<file path="src/hdl/ctbf_pkg.sv">
package ctbf_pkg;

  localparam int LEN_W = 22;
  localparam int COUNT_W = 24;
  localparam int TOTAL_W = 32;
  localparam logic [LEN_W-1:0] LEN_MAX = 22'h3FFFFF;
  localparam logic [7:0] ASCII_0 = 8'h30;
  localparam logic [7:0] ASCII_9 = 8'h39;
  localparam logic [COUNT_W-1:0] RADIX = 24'd10;

  localparam logic [1:0] ST_PENDING = 2'd0;
  localparam logic [1:0] ST_DONE = 2'd1;
  localparam logic [1:0] ST_DISCARD = 2'd2;
  localparam logic [1:0] ST_WRITTEN = 2'd3;

  localparam logic [1:0] KIND_FIXED = 2'd0;
  localparam logic [1:0] KIND_DECIMAL = 2'd1;
  localparam logic [1:0] KIND_TERM = 2'd2;

  localparam logic OP_PUSH = 1'b0;

  typedef enum logic [1:0] {
    MODE_MATCH = 2'd0,
    MODE_COUNT = 2'd1,
    MODE_TERM = 2'd2
  } mode_t;

  // One strobe per controller step.
  typedef struct packed {
    logic accept;
    logic cmp;
    logic sel;
    logic kind;
    logic digit;
    logic mul;
    logic fin;
  } cmd_t;

  typedef struct packed {
    logic out_busy;
    logic needs_eval;
    logic kind_emit;
    logic kind_digit;
    logic digit_done;
    logic digit_bad;
  } sts_t;

  function automatic logic [LEN_W-1:0] sat22(input logic [TOTAL_W:0] v);
    if (v > {11'd0, LEN_MAX}) begin
      return LEN_MAX;
    end
    return v[LEN_W-1:0];
  endfunction

endpackage

</file>
<file path="src/hdl/command_table_byte_framer_unit.sv">
// Command framer for a printer byte stream. Each input transfer either writes one
// command table entry (answered with status 3) or pushes one stream byte, and every
// input transfer yields exactly one output transfer carrying status, matched entry and
// payload length. A table write, or a byte that arrives while a payload is being
// counted or scanned for its terminator, is answered in the cycle after it is taken. A
// byte in matching mode runs through a prefix compare, a longest-match select and a
// kind decision. Its result is registered from the kind decision when that
// settles it (an undecided buffer, an unknown prefix, an invalid kind or a terminator
// entry), and from a final step after it for a fixed-length entry. For a decimal
// length field, one shared step converts one ASCII digit per cycle, a further pass
// of that step sees the count complete, and a multiply by the element size and the
// final step follow; a bad digit ends the conversion early. One item is in flight at
// a time; a new item is taken once the output register is free or is being emptied.
module command_table_byte_framer_unit #(
  parameter int TABLE_DEPTH = 16,
  parameter int PREFIX_MAX = 4,
  parameter int DIGITS_MAX = 4,
  parameter int BUFFER_DEPTH = 8
) (
  input  logic                        clk,
  input  logic                        rst,
  input  logic                        in_valid,
  output logic                        in_ready,
  input  logic                        operation,
  input  logic [7:0]                  data_byte,
  input  logic [3:0]                  entry_index,
  input  logic [31:0]                 entry_prefix,
  input  logic [2:0]                  entry_prefix_len,
  input  logic [1:0]                  entry_kind,
  input  logic [15:0]                 entry_fixed_len,
  input  logic [2:0]                  entry_digit_count,
  input  logic [7:0]                  entry_element_size,
  input  logic [7:0]                  entry_end_byte,
  output logic                        out_valid,
  input  logic                        out_ready,
  output logic [1:0]                  status,
  output logic [3:0]                  matched_entry,
  output logic [ctbf_pkg::LEN_W-1:0]  payload_length
);
  import ctbf_pkg::*;

  // The controller sequences the evaluation steps; the datapath holds the table,
  // the match buffer, the parse state and the output register.
  cmd_t cmd;
  sts_t sts;

  ctbf_ctrl u_ctrl (
    .clk      (clk),
    .rst      (rst),
    .in_valid (in_valid),
    .in_ready (in_ready),
    .sts      (sts),
    .cmd      (cmd)
  );

  ctbf_datapath #(
    .TABLE_DEPTH  (TABLE_DEPTH),
    .PREFIX_MAX   (PREFIX_MAX),
    .DIGITS_MAX   (DIGITS_MAX),
    .BUFFER_DEPTH (BUFFER_DEPTH)
  ) u_datapath (
    .clk                (clk),
    .rst                (rst),
    .cmd                (cmd),
    .sts                (sts),
    .operation          (operation),
    .data_byte          (data_byte),
    .entry_index        (entry_index),
    .entry_prefix       (entry_prefix),
    .entry_prefix_len   (entry_prefix_len),
    .entry_kind         (entry_kind),
    .entry_fixed_len    (entry_fixed_len),
    .entry_digit_count  (entry_digit_count),
    .entry_element_size (entry_element_size),
    .entry_end_byte     (entry_end_byte),
    .out_ready          (out_ready),
    .out_valid          (out_valid),
    .status             (status),
    .matched_entry      (matched_entry),
    .payload_length     (payload_length)
  );

endmodule

</file>
<file path="src/hdl/ctbf_ctrl.sv">
module ctbf_ctrl (
  input  logic           clk,
  input  logic           rst,
  input  logic           in_valid,
  output logic           in_ready,
  input  ctbf_pkg::sts_t sts,
  output ctbf_pkg::cmd_t cmd
);
  import ctbf_pkg::*;

  typedef enum logic [6:0] {
    S_IDLE  = 7'b0000001,
    S_CMP   = 7'b0000010,
    S_SEL   = 7'b0000100,
    S_KIND  = 7'b0001000,
    S_DIGIT = 7'b0010000,
    S_MUL   = 7'b0100000,
    S_FIN   = 7'b1000000
  } state_t;

  state_t state, state_next;

  assign in_ready = (state == S_IDLE) && !sts.out_busy;

  always_comb begin
    cmd = '0;
    cmd.accept = in_valid && in_ready;
    cmd.cmp = (state == S_CMP);
    cmd.sel = (state == S_SEL);
    cmd.kind = (state == S_KIND);
    cmd.digit = (state == S_DIGIT);
    cmd.mul = (state == S_MUL);
    cmd.fin = (state == S_FIN);
  end

  always_comb begin
    state_next = state;
    case (state)
      S_IDLE: begin
        if (cmd.accept && sts.needs_eval) state_next = S_CMP;
      end
      S_CMP: state_next = S_SEL;
      S_SEL: state_next = S_KIND;
      S_KIND: begin
        if (sts.kind_emit) state_next = S_IDLE;
        else if (sts.kind_digit) state_next = S_DIGIT;
        else state_next = S_FIN;
      end
      S_DIGIT: begin
        if (sts.digit_done) state_next = S_MUL;
        else if (sts.digit_bad) state_next = S_IDLE;
      end
      S_MUL: state_next = S_FIN;
      S_FIN: state_next = S_IDLE;
      default: state_next = S_IDLE;
    endcase
  end

  always_ff @(posedge clk) begin
    if (rst) state <= S_IDLE;
    else state <= state_next;
  end

endmodule

</file>
<file path="src/hdl/ctbf_datapath.sv">
module ctbf_datapath #(
  parameter int TABLE_DEPTH = 16,
  parameter int PREFIX_MAX = 4,
  parameter int DIGITS_MAX = 4,
  parameter int BUFFER_DEPTH = 8
) (
  input  logic                        clk,
  input  logic                        rst,
  input  ctbf_pkg::cmd_t              cmd,
  output ctbf_pkg::sts_t              sts,
  input  logic                        operation,
  input  logic [7:0]                  data_byte,
  input  logic [3:0]                  entry_index,
  input  logic [31:0]                 entry_prefix,
  input  logic [2:0]                  entry_prefix_len,
  input  logic [1:0]                  entry_kind,
  input  logic [15:0]                 entry_fixed_len,
  input  logic [2:0]                  entry_digit_count,
  input  logic [7:0]                  entry_element_size,
  input  logic [7:0]                  entry_end_byte,
  input  logic                        out_ready,
  output logic                        out_valid,
  output logic [1:0]                  status,
  output logic [3:0]                  matched_entry,
  output logic [ctbf_pkg::LEN_W-1:0]  payload_length
);
  import ctbf_pkg::*;

  localparam int TIW = (TABLE_DEPTH > 1) ? $clog2(TABLE_DEPTH) : 1;
  localparam int FW = $clog2(BUFFER_DEPTH + 1);
  localparam int BIW = $clog2(BUFFER_DEPTH);
  localparam int PLIM = (PREFIX_MAX < 4) ? PREFIX_MAX : 4;

  // Command table.
  logic [31:0] pfx [TABLE_DEPTH];
  logic [2:0]  alen [TABLE_DEPTH];
  logic [1:0]  akind [TABLE_DEPTH];
  logic [15:0] afix [TABLE_DEPTH];
  logic [2:0]  adig [TABLE_DEPTH];
  logic [7:0]  aelem [TABLE_DEPTH];
  logic [7:0]  aend [TABLE_DEPTH];

  // Parser state.
  logic [7:0]       buf_q [BUFFER_DEPTH];
  logic [FW-1:0]    fill;
  mode_t            mode;
  logic [LEN_W-1:0] bytes_left;
  logic [7:0]       end_byte;
  logic [TIW-1:0]   cur_entry;
  logic [LEN_W-1:0] seen;

  // Evaluation pipeline registers.
  logic [TABLE_DEPTH-1:0] part_flag, full_flag;
  logic                   any_part;
  logic [2:0]             best_len;
  logic [TIW-1:0]         best;
  logic [COUNT_W-1:0]     cnt;
  logic [2:0]             di;
  logic [TOTAL_W-1:0]     total;
  logic [FW-1:0]          have;

  // Prefix compare of every entry against the buffer head.
  logic [TABLE_DEPTH-1:0] part_c, full_c;
  always_comb begin
    logic [7:0] bx [4];
    logic ok;
    logic en;
    for (int i = 0; i < 4; i++) begin
      bx[i] = buf_q[BIW'(i % BUFFER_DEPTH)];
    end
    for (int e = 0; e < TABLE_DEPTH; e++) begin
      ok = 1'b1;
      for (int i = 0; i < 4; i++) begin
        if ((i < 32'(alen[e])) && (i < 32'(fill)) && (pfx[e][8*i +: 8] != bx[i])) begin
          ok = 1'b0;
        end
      end
      en = (alen[e] != 3'd0) && (32'(alen[e]) <= PLIM);
      part_c[e] = en && ok && (32'(alen[e]) > 32'(fill));
      full_c[e] = en && ok && (32'(alen[e]) <= 32'(fill));
    end
  end

  // Longest full match, lowest index first within one length.
  logic [2:0]     bl_c;
  logic [TIW-1:0] best_c;
  always_comb begin
    logic           has_l [5];
    logic [TIW-1:0] idx_l [5];
    for (int l = 0; l < 5; l++) begin
      has_l[l] = 1'b0;
      idx_l[l] = '0;
      for (int e = TABLE_DEPTH - 1; e >= 0; e--) begin
        if (full_flag[e] && (32'(alen[e]) == l)) begin
          has_l[l] = 1'b1;
          idx_l[l] = TIW'(e);
        end
      end
    end
    bl_c = 3'd0;
    best_c = '0;
    for (int l = 1; l < 5; l++) begin
      if (has_l[l]) begin
        bl_c = 3'(l);
        best_c = idx_l[l];
      end
    end
  end

  logic [1:0]  k_kind;
  logic [2:0]  k_dig;
  logic [FW-1:0] dlen;
  logic        overflow;
  logic        dec_ok;
  assign k_kind = akind[best];
  assign k_dig = adig[best];
  assign dlen = fill - FW'(best_len);
  assign overflow = (32'(fill) >= BUFFER_DEPTH);
  assign dec_ok = (k_kind == KIND_DECIMAL) && (32'(k_dig) <= DIGITS_MAX);

  // Digit step.
  logic [5:0]   dpos;
  logic [7:0]   dchar;
  logic         dbad;
  assign dpos = 6'(best_len) + 6'(di);
  assign dchar = buf_q[BIW'(dpos)];
  assign dbad = (dchar < ASCII_0) || (dchar > ASCII_9);

  // Count and terminator mode handling of one pushed byte.
  logic [LEN_W-1:0] seen_inc, bl_dec;
  assign seen_inc = sat22(33'(seen) + 33'd1);
  assign bl_dec = (bytes_left != '0) ? bytes_left - 22'd1 : bytes_left;

  logic fin_ge;
  assign fin_ge = ({{(TOTAL_W - FW){1'b0}}, have} >= total);

  always_comb begin
    sts.out_busy = out_valid && !out_ready;
    sts.needs_eval = (operation == OP_PUSH) && (mode == MODE_MATCH);
    sts.kind_digit = !any_part && (best_len != 3'd0) && dec_ok
                     && (32'(dlen) >= 32'(k_dig));
    sts.kind_emit = any_part || (best_len == 3'd0)
                    || !((k_kind == KIND_FIXED) || dec_ok) || dec_ok && !sts.kind_digit;
    sts.digit_done = (di == k_dig);
    sts.digit_bad = dbad;
  end

  // Result of the current step.
  logic             emit;
  logic [1:0]       e_st;
  logic [3:0]       e_ent;
  logic [LEN_W-1:0] e_len;
  always_comb begin
    emit = 1'b0;
    e_st = ST_PENDING;
    e_ent = '0;
    e_len = '0;
    if (cmd.accept && !sts.needs_eval) begin
      emit = 1'b1;
      if (operation != OP_PUSH) begin
        e_st = ST_WRITTEN;
      end else if (mode == MODE_COUNT) begin
        if (bl_dec == '0) begin
          e_st = ST_DONE;
          e_ent = 4'(cur_entry);
          e_len = seen_inc;
        end
      end else if (data_byte == end_byte) begin
        e_st = ST_DONE;
        e_ent = 4'(cur_entry);
        e_len = seen_inc;
      end
    end else if (cmd.kind && sts.kind_emit) begin
      emit = 1'b1;
      if (any_part || (dec_ok && best_len != 3'd0)) begin
        e_st = overflow ? ST_DISCARD : ST_PENDING;
      end else if (best_len == 3'd0 || k_kind != KIND_TERM) begin
        e_st = ST_DISCARD;
      end
    end else if (cmd.digit && !sts.digit_done && dbad) begin
      emit = 1'b1;
      e_st = ST_DISCARD;
    end else if (cmd.fin) begin
      emit = 1'b1;
      if (fin_ge) begin
        e_st = ST_DONE;
        e_ent = 4'(best);
        e_len = LEN_W'(dlen);
      end
    end
  end

  always_ff @(posedge clk) begin
    if (rst) begin
      out_valid <= 1'b0;
    end else if (emit) begin
      out_valid <= 1'b1;
    end else if (out_ready) begin
      out_valid <= 1'b0;
    end
    if (emit) begin
      status <= e_st;
      matched_entry <= e_ent;
      payload_length <= e_len;
    end
  end

  // Table writes.
  logic [TIW-1:0] widx;
  assign widx = TIW'(entry_index);
  always_ff @(posedge clk) begin
    if (rst) begin
      for (int e = 0; e < TABLE_DEPTH; e++) alen[e] <= 3'd0;
    end else if (cmd.accept && operation != OP_PUSH && 32'(entry_index) < TABLE_DEPTH) begin
      alen[widx] <= entry_prefix_len;
    end
    if (cmd.accept && operation != OP_PUSH && 32'(entry_index) < TABLE_DEPTH) begin
      pfx[widx] <= entry_prefix;
      akind[widx] <= entry_kind;
      afix[widx] <= entry_fixed_len;
      adig[widx] <= entry_digit_count;
      aelem[widx] <= entry_element_size;
      aend[widx] <= entry_end_byte;
    end
  end

  // Parser state and evaluation steps.
  always_ff @(posedge clk) begin
    if (cmd.accept && sts.needs_eval) buf_q[BIW'(fill)] <= data_byte;
    if (cmd.cmp) begin
      part_flag <= part_c;
      full_flag <= full_c;
    end
    if (cmd.sel) begin
      any_part <= |part_flag;
      best_len <= bl_c;
      best <= best_c;
    end
    if (cmd.kind) begin
      total <= TOTAL_W'(afix[best]);
      have <= dlen;
      cnt <= '0;
      di <= 3'd0;
    end
    if (cmd.digit && !sts.digit_done) begin
      cnt <= COUNT_W'(cnt * RADIX) + COUNT_W'(dchar - ASCII_0);
      di <= di + 3'd1;
    end
    if (cmd.mul) begin
      total <= TOTAL_W'(32'(cnt) * 32'(aelem[best]));
      have <= dlen - FW'(k_dig);
    end
  end

  always_ff @(posedge clk) begin
    if (rst) begin
      fill <= '0;
      mode <= MODE_MATCH;
      bytes_left <= '0;
      end_byte <= '0;
      cur_entry <= '0;
      seen <= '0;
    end else begin
      if (cmd.accept && operation == OP_PUSH) begin
        case (mode)
          MODE_MATCH: fill <= fill + FW'(1);
          MODE_COUNT: begin
            seen <= seen_inc;
            bytes_left <= bl_dec;
            if (bl_dec == '0) mode <= MODE_MATCH;
          end
          MODE_TERM: begin
            seen <= seen_inc;
            if (data_byte == end_byte) mode <= MODE_MATCH;
          end
          default: mode <= MODE_MATCH;
        endcase
        if (mode != MODE_MATCH) fill <= '0;
      end
      if (cmd.kind && sts.kind_emit) begin
        if (e_st == ST_DISCARD) begin
          fill <= '0;
        end else if (!any_part && !dec_ok) begin
          mode <= MODE_TERM;
          end_byte <= aend[best];
          cur_entry <= best;
          seen <= LEN_W'(dlen);
          fill <= '0;
        end
      end
      if (cmd.digit && !sts.digit_done && dbad) fill <= '0;
      if (cmd.fin) begin
        fill <= '0;
        if (!fin_ge) begin
          mode <= MODE_COUNT;
          bytes_left <= sat22(33'(total) - 33'(have));
          cur_entry <= best;
          seen <= LEN_W'(dlen);
        end
      end
    end
  end

endmodule
</file>
<file path="config.mk">
export PLATFORM = sky130hd
export DESIGN_NAME = command_table_byte_framer_unit
export DESIGN_NICKNAME = d
export VERILOG_FILES = /design/src/hdl/ctbf_pkg.sv /design/src/hdl/command_table_byte_framer_unit.sv /design/src/hdl/ctbf_ctrl.sv /design/src/hdl/ctbf_datapath.sv
export SDC_FILE = /design/constraint.sdc
export NUM_CORES = 2
export LEC_CHECK = 0
export BUFFER_PORTS_ARGS = -buffer_cell sky130_fd_sc_hd__buf_2
export CORE_UTILIZATION = 45
export CTS_CLUSTER_SIZE = 12
export DETAILED_ROUTE_END_ITERATION = 8
export SYNTH_ARGS = -nofsm -noshare
export SYNTH_HDL_FRONTEND = slang
export SYNTH_SLANG_ARGS = --single-unit
export TNS_END_PERCENT = 50
</file>
<file path="constraint.sdc">
create_clock -name clk -period 11.1 [get_ports clk]
set_input_delay 2.22 -clock clk [delete_from_list [all_inputs] [get_ports clk]]
set_output_delay 2.22 -clock clk [all_outputs]
set_load 0.01 [all_outputs]
</file>
== Yosys cells after proc, flatten, opt, wreduce, memory -nomap -nowiden ==
Memory sizes are Yosys's and may differ from the RTL's. A register that Yosys moved wholly into a read port is not among the register bits.
Cells that the tools add are included.
Cells by class
  $add $sub $neg: 10
  multipliers: 2
  $lt $le $gt $ge: 124
  eq/ne operators: 144
  multiplexer cells: 305
  bitwise operators: 2
  reductions and logical operators: 321
Operators by type and width (count)
  $mux 22: 24
  $ne 8x8->1: 64
  $mux 4: 96
  $logic_and 1x1->1: 274
  $mux 1: 152
  $eq 3x2->1 const B: 32
  $lt 1x3->1 const A: 32
  $lt 2x3->1 const A: 32
  $gt 33x22->1 const B: 2
  $gt 3x4->1: 16
  $le 3x4->1: 16
  $mux 32: 2
  $le 3x3->1 const B: 17
  $reduce_bool 3->1: 17
  $eq 3x1->1 const B: 16
  $eq 3x3->1 const B: 16
  $mux 24: 2
  $pmux 7 s6: 1
  $mux 2: 19
  $mux 7: 5
  $sub 32x4->33: 1
  $ge 4x32->1: 1
  $mul 24x8->32: 1
  $add 24x24->24: 1
  42 further kinds: 69
Word-level totals
  register bits: 193
  bits in writable memories: 1216
  bits of input ports: 89
  output and inout bits: 30
  memories kept: 8
Memories
  u_datapath.pfx: words 16, bits a word 32, read ports 16, clocked after Yosys merged registers in 0, write ports 1, line ctbf_datapath.sv:35  | logic [31:0] pfx [TABLE_DEPTH];
  u_datapath.afix: words 16, bits a word 16, read ports 1, clocked after Yosys merged registers in 1, write ports 1, line ctbf_datapath.sv:38  | logic [15:0] afix [TABLE_DEPTH];
  u_datapath.aelem: words 16, bits a word 8, read ports 1, clocked after Yosys merged registers in 1, write ports 1, line ctbf_datapath.sv:40  | logic [7:0] aelem [TABLE_DEPTH];
  u_datapath.aend: words 16, bits a word 8, read ports 1, clocked after Yosys merged registers in 1, write ports 1, line ctbf_datapath.sv:41  | logic [7:0] aend [TABLE_DEPTH];
  u_datapath.buf_q: words 8, bits a word 8, read ports 5, clocked after Yosys merged registers in 0, write ports 1, line ctbf_datapath.sv:44  | logic [7:0] buf_q [BUFFER_DEPTH];
  u_datapath.adig: words 16, bits a word 3, read ports 1, clocked after Yosys merged registers in 1, write ports 1, line ctbf_datapath.sv:39  | logic [2:0] adig [TABLE_DEPTH];
  +2 memories

== Logic depth before layout (Yosys ltp) ==
An unclocked memory read counts as a cell.
  depth in word-level cells: 24
  depth in mapped cells: 26

== Hierarchy ==
A second synthesis with hierarchy kept.
Second synthesis, totals
  cell total of the unflattened synthesis: 4790
  area total of the unflattened synthesis: 69335.2 sq um
By module, submodules not included
  ctbf_datapath: times used 1, cells an instance 4748, area an instance 68961.1 sq um
  ctbf_ctrl: times used 1, cells an instance 42, area an instance 374.1 sq um

== Least setup slack after synthesis ==
OpenSTA, ideal clock, no wires.
  kind: reg2reg
  start: reg with a tool-made name
  end: reg u_datapath.total[31], data pin
  library setup time: 0.269 ns
  data arrival time: 6.916 ns
  data required time: 10.831 ns
  path slack: 3.914 ns
  stages on the path, launching flop included: 24
  buffers on the path: 5
  period minus slack after synthesis: 7.186 ns
  cell sequence: dfxtp_1 -> buf_2 -> buf_4 -> buf_6 -> buf_2 -> mux4_2 -> mux4_2 -> clkbuf_1 -> and2_1 -> fa_1 -> fa_1 -> fa_1 -> inv_1 -> fa_1 -> inv_1 -> ha_1 -> a2111o_1 -> o211ai_1 -> a21oi_1 -> o41ai_1 -> o2111ai_1 -> nand4_1 -> a21o_1 -> a21oi_1
RTL lines
  end signal, assigned: line ctbf_datapath.sv:240  | total <= TOTAL_W'(afix[best]);
  end signal, assigned: line ctbf_datapath.sv:250  | total <= TOTAL_W'(32'(cnt) * 32'(aelem[best]));
  end, declared: line ctbf_datapath.sv:59  | logic [TOTAL_W-1:0] total;

==> results.cfg <==
[logic_synthesis]
yosysWarnings = 0
synth_area_leader_cell = edfxtp_1
synth_seq_area_share = 0.607
synthTopCellsByArea = edfxtp_1 (59%), mux4_2 (6.5%), xnor2_1 (4.2%)
async_flop_share = 0
synth_common_cells = edfxtp_1 (1,347), xnor2_1 (332), xor2_1 (315)
synth_area_per_cell_sq_um = 14.5
ys_ff_latch = 1421
synth_cell_type_count = 87
syn_area_sq_mm = 0.0691
synth_most_common_cell = edfxtp_1
synth_edf_count = 1347
ys.flop_type = edfxtp_1
synthCells = 4784
synth_nets = 5194
synth_top_area_frac = 0.585

[floorplanning]
core_sq_mm = 0.152
rows = 143
start_util = 0.454
die_y_um = 394
die_area_sq_mm = 0.155
ios = 119
die_w_um = 394

[sta]
rsz0062_at_grt = false
max_clock_freq_ghz = 0.126
fin_worst_skew_ns = 0.0307
final.setup.tns_ns = 0
hold_viol_final = 0
setup_ws_ns = 3.18
fin_crit_ns = 7.92
max-slew-margin-rel = 0.215
tightest_slew_ns = 1.18
finalCritPeriodShare = 0.713
final-max-slew-violation-count = 0
setup_viol = 0

[detailed_routing]
wl_met3_um = 11100
routed_via_density = 5.73
wl_met2_um = 83500
drt_pass1_iterations = 7
top_layer = met5
avgRoutedWirePerCell_um = 25.2
drt-total-wl_um = 178000
drc_errors = 0
vias = 40500
drt_iter0_markers = 3650
met1_length_um = 78400
drtAntennaViolNets = 0

[pwr]
powerDensity_mw_per_mm2 = 145
peakVddDrop_mv = 0.123
leakage_nw = 26.2
finalPower_mw = 11.1

[placement]
place_ws_ns = 3.17
gp_congestion = 0.927
hpwl_um = 112000
portBuffers = 118
numPlacedInstances = 6801

[cts]
clock_sinks = 1421
clock-root-buffer = clkbuf_16
cts_resized = 0
ctsHoldBuffers = 0
cts-htree-levels = 4
cts_buffers = 152
cts_tree = built
clock_path_buffers = 3
clkLatencyLatePin_ns = 0.80
path_clk_slew_ns = 0.07
cts_setup_buffers = 0

[global_routing]
antenna_found_initial = 25
grt_pass1_wl_um = 264000
grt_pass1_vias = 40000
grt_remaining_overflow = 0
grt_usage = 0.230
grt_max_degree = 68

[worst_setup_path]
arrival_ns = 8.45
slowest_stage = dfxtp_4
crit_required_ns = 11.63
endpoint_kind = register
path_cells = buf_4 > mux4_2 > mux4_2 > and2_1 > fa_1 > fa_1 > inv_1 > fa_1 > inv_1 > ha_1 > a2111o_1 > o211ai_1 > a21oi_1 > o41ai_1 > o2111ai_1 > nand4_1 > a21o_1 > a21oi_1
crit_top_cell = fa_1
path_max_fanout = 67
reg2reg_slack_ns = 3.18
path_delay_family = compound AO/OA/AOI/OAI gates
critPathLaunchType = register
crit_type = reg2reg
max_stage_delay_ns = 0.98
worst-path-buf-inv = 3

[layout]
finalNonFillerCells = 7070
post-route-util = 0.503
area_delta_synth_final_pct = 10.9
layout-drive-gt1-share = 0.130
regArea_sq_mm = 0.0419
fin_nets = 5335
nFillCells = 12800
multi_input_area_sq_mm = 0.0256

[run_status]
status = completed

[min_path]
hold_path.class = reg2reg

[run]
cap_violations = 0
==> cell families after synthesis <==
group	synth area share
DFF	0.607
AOI/OAI and AO/OA	0.0534
xor gates and xnor gates	0.0823
adders and majority gates	0.0731
buffers and inverters	0.0250
muxes	0.0707
and+or+nand+nor	0.0890
==> where the power goes <==
part           switching, mW  total, mW  internal (mW)
clock network           2.10       4.72           2.62
registers             0.0295       5.94           5.91
logic                  0.330      0.488          0.158
==> stage by stage <==
step                      area (sq um)  hold WS (ns)
after floorplan                  69100         0.432
after global placement           72100         0.446
after detailed placement         72100         0.449
after CTS                        76600         0.456
after global routing             76600         0.480
final                            76700         0.455
==> state kept, by name, summed over array words and instances (netlist names), 7 cells and up, named ones only <==
register / cells
u_datapath.pfx: 512
u_datapath.afix: 256
u_datapath.aelem: 128
u_datapath.aend: 128
u_datapath.buf_q: 64
u_datapath.adig: 48
u_datapath.alen: 48
u_datapath.akind: 32
u_datapath.total: 32
u_datapath.cnt: 24
u_datapath.bytes_left: 22
u_datapath.payload_length: 22
u_datapath.seen: 22
u_datapath.full_flag: 16
u_datapath.part_flag: 16
u_datapath.end_byte: 8
u_ctrl.state: 7
==> worst reg2reg max path, delay by kind of cell (launching register included) <==
kind | cells | cell delay (ns)
DFF | 1 | 0.98
buffers and inverters | 3 | 0.93
muxes | 2 | 1.24
and+or+nand+nor | 2 | 0.50
adders and majority gates | 4 | 1.83
AOI/OAI and AO/OA | 7 | 2.18
==> placed cells by master (no fill, tap or decap), types with 19 or more instances in the layout <==
cell type and count:
nand4_1 87, clkinv_1 28, a21oi_1 163, inv_1 241, xnor2_1 332, o22ai_1 20
a311oi_1 21, a21o_1 41, a221oi_1 21, nor4_1 89, mux4_2 200, nor3_1 57
and2_1 181, o21a_1 22, nand4b_1 21, buf_4 68, nor4bb_1 20, xor2_1 315
o21ai_0 155, and3_1 35, clkbuf_16 154, ha_1 183, nor2_1 230, edfxtp_1 1347
mux2i_1 19, clkbuf_1 47, buf_2 118, nand3_1 70, nand2_1 195, nor2b_1 37
dfxtp_1 70, fa_1 138, nand2b_1 19
==> layer usage <==
metal | global-route usage | up-vias
met3 | 0.0382 | 293
met2 | 0.366 | 1186
li1 | - | 18200
met1 | 0.325 | 20900
met5 | 0 | -
met4 | 0.0682 | 24
==> path summary, 6_finish.rpt <==
path / depth (start not counted) / endpoint / start
setup / recovery: 18 / u_datapath.total[31] / register
hold / removal: 2 / u_datapath.cur_entry[2] / u_datapath.cur_entry[2]
setup reg to reg: 18 / u_datapath.total[31] / register
hold reg to reg: 2 / u_datapath.cur_entry[2] / u_datapath.cur_entry[2]
==> layout make-up <==
cell class	count	share of cell area
antenna	7	0.000228
clock buffer	202	0.0528
clock inverter	60	0.00627
inverter	242	0.0118
multi-input combinational	2922	0.334
sequential	1421	0.547
tap	2030	0.0331
timing repair buffer	186	0.0144
Note: power is estimated with default switching activity, not from simulation.
